$ cat src/hw/rtl/hmm_viterbi_decoder_defines.svh
// assertion macros for the hmm viterbi decoder
`ifndef HMM_VITERBI_DECODER_DEFINES_SVH
`define HMM_VITERBI_DECODER_DEFINES_SVH

// same-cycle implication, disabled during reset
`define HVD_ASSERT_NOW(label, ante, cons, msg) \
    label: assert property (@(posedge clk) disable iff (!rst_n) (ante) |-> (cons)) \
        else $error(msg);

// next-cycle implication, disabled during reset
`define HVD_ASSERT_NEXT(label, ante, cons, msg) \
    label: assert property (@(posedge clk) disable iff (!rst_n) (ante) |=> (cons)) \
        else $error(msg);

`endif

$ cat src/hw/rtl/hvd_pkg.sv
// shared codes and controller/datapath interface types for the viterbi decoder
`default_nettype none

package hvd_pkg;

    localparam logic [1:0] FUNC_TRANS = 2'd0;
    localparam logic [1:0] FUNC_EMIS  = 2'd1;
    localparam logic [1:0] FUNC_PRIOR = 2'd2;
    localparam logic [1:0] FUNC_PUSH  = 2'd3;

    localparam logic signed [31:0] FLOOR_RESET = -32'sd46425440;

    typedef struct packed {
        logic clr_en;
        logic load_en;
        logic push_take;
        logic set_ovf;
        logic acs_issue;
        logic word_done;
        logic scan_issue;
        logic bt_init;
        logic bt_rd;
        logic bt_step;
        logic em_rd;
        logic em_load;
        logic out_take;
        logic em_next;
        logic sent_done;
    } hvd_cmd_t;

    typedef struct packed {
        logic clr_last;
        logic wc_full;
        logic acs_last;
        logic scan_last;
        logic pipe_busy;
        logic end_flag;
        logic bt_last;
        logic em_last;
    } hvd_status_t;

endpackage

`default_nettype wire

$ cat src/hw/rtl/hvd_ctrl.sv
// sequencing state machine of the viterbi decoder
`default_nettype none

module hvd_ctrl
    import hvd_pkg::*;
(
    input  wire logic        clk,
    input  wire logic        rst_n,
    input  wire logic        in_valid,
    output logic             in_stall,
    input  wire logic [1:0]  func,
    input  wire logic        sentence_end,
    input  wire logic        out_stall,
    input  wire hvd_status_t status,
    output hvd_cmd_t         cmd
);

    localparam logic [3:0] S_CLEAR      = 4'd0;
    localparam logic [3:0] S_IDLE       = 4'd1;
    localparam logic [3:0] S_ACS        = 4'd2;
    localparam logic [3:0] S_ACS_DRAIN  = 4'd3;
    localparam logic [3:0] S_SCAN       = 4'd4;
    localparam logic [3:0] S_SCAN_DRAIN = 4'd5;
    localparam logic [3:0] S_BT_RD      = 4'd6;
    localparam logic [3:0] S_BT_WAIT    = 4'd7;
    localparam logic [3:0] S_EM_RD      = 4'd8;
    localparam logic [3:0] S_EM_LOAD    = 4'd9;
    localparam logic [3:0] S_EM_OUT     = 4'd10;

    logic [3:0] state_reg;
    logic [3:0] state_next;

    assign in_stall = (state_reg != S_IDLE);

    always_comb
    begin
        state_next = state_reg;
        cmd        = '0;
        unique case (state_reg)
            S_CLEAR:
            begin
                cmd.clr_en = 1'b1;
                if (status.clr_last)
                begin
                    state_next = S_IDLE;
                end
            end
            S_IDLE:
            begin
                if (in_valid)
                begin
                    if (func == FUNC_PUSH)
                    begin
                        cmd.push_take = 1'b1;
                        if (!status.wc_full)
                        begin
                            state_next = S_ACS;
                        end
                        else
                        begin
                            cmd.set_ovf = 1'b1;
                            if (sentence_end)
                            begin
                                state_next = S_SCAN;
                            end
                        end
                    end
                    else
                    begin
                        cmd.load_en = 1'b1;
                    end
                end
            end
            S_ACS:
            begin
                cmd.acs_issue = 1'b1;
                if (status.acs_last)
                begin
                    state_next = S_ACS_DRAIN;
                end
            end
            S_ACS_DRAIN:
            begin
                if (!status.pipe_busy)
                begin
                    cmd.word_done = 1'b1;
                    state_next    = status.end_flag ? S_SCAN : S_IDLE;
                end
            end
            S_SCAN:
            begin
                cmd.scan_issue = 1'b1;
                if (status.scan_last)
                begin
                    state_next = S_SCAN_DRAIN;
                end
            end
            S_SCAN_DRAIN:
            begin
                if (!status.pipe_busy)
                begin
                    cmd.bt_init = 1'b1;
                    state_next  = S_BT_RD;
                end
            end
            S_BT_RD:
            begin
                cmd.bt_rd  = 1'b1;
                state_next = status.bt_last ? S_EM_RD : S_BT_WAIT;
            end
            S_BT_WAIT:
            begin
                cmd.bt_step = 1'b1;
                state_next  = S_BT_RD;
            end
            S_EM_RD:
            begin
                cmd.em_rd  = 1'b1;
                state_next = S_EM_LOAD;
            end
            S_EM_LOAD:
            begin
                cmd.em_load = 1'b1;
                state_next  = S_EM_OUT;
            end
            S_EM_OUT:
            begin
                if (!out_stall)
                begin
                    cmd.out_take = 1'b1;
                    if (status.em_last)
                    begin
                        cmd.sent_done = 1'b1;
                        state_next    = S_IDLE;
                    end
                    else
                    begin
                        cmd.em_next = 1'b1;
                        state_next  = S_EM_RD;
                    end
                end
            end
            default:
            begin
                state_next = S_IDLE;
            end
        endcase
    end

    always_ff @(posedge clk or negedge rst_n)
    begin
        if (!rst_n)
        begin
            state_reg <= S_CLEAR;
        end
        else
        begin
            state_reg <= state_next;
        end
    end

endmodule

`default_nettype wire

$ cat config.mk
export PLATFORM = sky130hd
export DESIGN_NAME = hvd_ctrl
export DESIGN_NICKNAME = d
export VERILOG_FILES = /design/src/hw/rtl/hmm_viterbi_decoder_defines.svh /design/src/hw/rtl/hvd_pkg.sv /design/src/hw/rtl/hvd_ctrl.sv
export SDC_FILE = /design/constraint.sdc
export NUM_CORES = 1
export LEC_CHECK = 0
export ABC_AREA = 1
export BUFFER_PORTS_ARGS = -buffer_cell sky130_fd_sc_hd__buf_2
export CAP_MARGIN = 25
export CORE_MARGIN = 3
export CORE_UTILIZATION = 25
export DETAILED_ROUTE_END_ITERATION = 12
export SLEW_MARGIN = 20
export SYNTH_ARGS = -nofsm -noshare
export SYNTH_HDL_FRONTEND = slang
export SYNTH_SLANG_ARGS = --single-unit
$ cat constraint.sdc
create_clock -name clk -period 1.25 [get_ports clk]
set_input_delay 0.0625 -clock clk [delete_from_list [all_inputs] [get_ports clk]]
set_output_delay 0.0625 -clock clk [all_outputs]
set_load 0.02 [all_outputs]
==> flow_summary.toml <==
[yosys]
yosys-top-cells-area = "nand2_1, dfrtp_1, inv_1"
synth_area_per_cell_sq_um = 5.11
ys_seq_area_frac = 0.177
synth_edf_count = 0
synth_flop_cell = "dfrtp_1"
synthTopCellsByCount = "nand2_1, inv_1, nor2_1"
yosys_warnings = 0
syn_inst = 111
synth_nets = 126
synth_most_common_cell = "nand2_1"
async_flop_share = 1.00
synth_top_cell_by_area = "nand2_1"
ys_ff_latch = 4
synth.cell_area_sq_um = 567
synth_top_cell_area_share = 0.258
ys_types = 15

[detailed_routing]
ant_nets = 0
wl_per_cell_um = 11.9
viasPerCell = 4.54
dr.pass1.iters = 4
drt_iter0_drc = 18
vias = 908
wl_um = 2370
drcViolationCount = 0

[pwr]
p_leak_nw = 0.707
clkPwrFrac = 0.057
vdd_ir_drop_max_mv = 1.04
pwr_density_cell_nw_per_um2 = 2250
switching_share = 0.517
seq_power_share = 0.117
internal_power_w = 0.00135
power_switching_w = 0.00144
pwr-share-comb = 0.826

[global_route]
grt_max_degree = 8
overflow = 0
track_usage = 0.176
grt_pass1_wl_um = 3770
grt_antenna_before_repair = 0
grt_pass1_vias = 887

[timing]
hold_viol = 0
fmax_mhz = 701
worst_slew_pin_slew_ns = 0.225
setup_viol = 18
setup_ws_ns = -0.176
slew_violations = 0
skew_ns = 0.00593
min_period_ns = 1.43
rsz0062_at_grt = "true"
max-slew-margin-rel = 0.850
fin_crit_sh = 1.14

[setup_path]
endpoint_kind = "output port"
path_class = "reg -> out"
path_max_fanout = 7
arrival_ns = 1.36
cp-start-kind = "flop"
cp_data_required_time_ns = 1.19

[layout]
n_fill_cell = 188
area_delta_synth_final_pct = 119
final_util = 0.601
stdcell_count = 200
layout-drive-gt1-share = 0.636
final_nets = 190
largest_reg_flops = 4
n_antenna_cell = 0

[floorplan]
die_h_um = 53.6
start_util = 0.275
row_count = 16
core_sq_um = 2060
fp.dieW_um = 53.6
dieArea_sq_um = 2870
pin_count = 31

[worst_hold_path]
hold_path_class = "in -> async"

[status]
outcome = "finished, violations left"
violations = "setup timing"

[place]
place_congestion = 0.914
hpwlAfterDp_um = 1580
dpl.cell_count = 182
port_buffers = 30

[clocking]
htree_levels = 1
cts_inserted_buffers = 3
clkSinkCount = 4
clk_pin_slew_ns = 0.04
cts_max_path_buffers = 2
clk_latency_ns = 0.23
cts_tree = "built"
cts-root-buf = "clkbuf_4"

[run]
drv_cap = 0
[path summary, 6_finish.rpt]
path	from	to	slack [ns]	cells after the start
max in group asynchronous	rst_n	state_reg[0]$_DFFE_PN0P_	0.94	2
min reg2reg	state_reg[1]$_DFFE_PN0P_	state_reg[1]$_DFFE_PN0P_	0.65	2
max	state_reg[1]$_DFFE_PN0P_	cmd[7]	-0.18	5
min in group clk	out_stall	state_reg[3]$_DFFE_PN0P_	0.21	4
max reg2reg	state_reg[2]$_DFFE_PN0P_	state_reg[1]$_DFFE_PN0P_	-0.13	9
min	rst_n	state_reg[3]$_DFFE_PN0P_	0.17	2
[power groups by stage]
stage          Sequential, W  Combinational, W  Clock [W]
6_report            0.000326           0.00231   0.000159
5_1_grt             0.000336           0.00250   0.000178
4_1_cts             0.000313           0.00194   0.000165
3_5_place_dp        0.000275           0.00149          0
3_3_place_gp        0.000277           0.00148          0
2_1_floorplan       0.000253          0.000963          0
[cells in the final DEF (no fill, tap or decap), types with 2 or more instances in the layout]
cell type | netlist | layout
a21oi_1 | 2 | 2
buf_2 | 0 | 18
buf_4 | 0 | 29
buf_6 | 0 | 11
clkbuf_4 | 0 | 3
dfrtp_2 | 0 | 3
inv_1 | 21 | 15
inv_2 | 2 | 7
nand2_1 | 39 | 27
nand2_2 | 3 | 12
nand2_4 | 0 | 2
nand3_1 | 8 | 3
nand3_2 | 0 | 5
nand3b_1 | 3 | 3
nor2_1 | 15 | 8
nor2_2 | 5 | 7
nor2_4 | 1 | 6
nor3_2 | 0 | 2
nor3_4 | 0 | 2
[metal layers]
layer | vias up | part of all wire | track usage
li1 | 459 | - | -
met2 | 35 | 0.53 | 0.322
met1 | 412 | 0.40 | 0.211
met5 | - | 0 | 0
met4 | 0 | 0.0088 | 0.0426
met3 | 2 | 0.055 | 0.0277
[area by class of cell]
class	count	area (sq um)	share of cell area
inverter	23	88.8	0.0716
tap	27	33.8	0.0272
clock buffer	3	22.5	0.0182
timing repair buffer	59	442	0.356
multi-input combinational	84	549	0.443
sequential	4	104	0.0838
[stage by stage]
| stage | cell area [sq um] | hold WS [ns] | power [W] | TNS, ns | setup slack [ns] |
|---|---|---|---|---|---|
| floorplan | 606 | -0.233 | 0.00122 | -0.0204 | -0.0204 |
| global placement | 895 | -0.128 | 0.00176 | -0.404 | -0.0827 |
| detailed placement | 895 | -0.125 | 0.00177 | -0.392 | -0.0801 |
| CTS | 1120 | 0.160 | 0.00242 | -1.99 | -0.149 |
| global route | 1240 | 0.164 | 0.00301 | -3.74 | -0.254 |
| finish | 1240 | 0.166 | 0.00279 | -2.36 | -0.176 |
[critical path, cell delays in order, from the launching register on]
cell and delay (ns):
dfrtp_2 0.49, inv_2 0.15, nand2_4 0.08, buf_6 0.12, nor3_2 0.14, buf_4 0.16
[repair_timing]
item | 4_1_cts | 5_1_grt
endpoints found under the setup margin | 20 | 20
resized for setup | 37 | 29
endpoints found under the hold margin | 4 | 0
setup buffers | 12 | 3
pin swaps | 7 | 4
hold buffers | 1 | 0
[logic make-up after synthesis]
group / Yosys count / synth area share
buffers and inverters: 23 / 0.152
DFF: 4 / 0.177
and+or+nand+nor: 81 / 0.642
AOI/OAI and AO/OA: 3 / 0.0287
(Power assumes the default switching activity.)
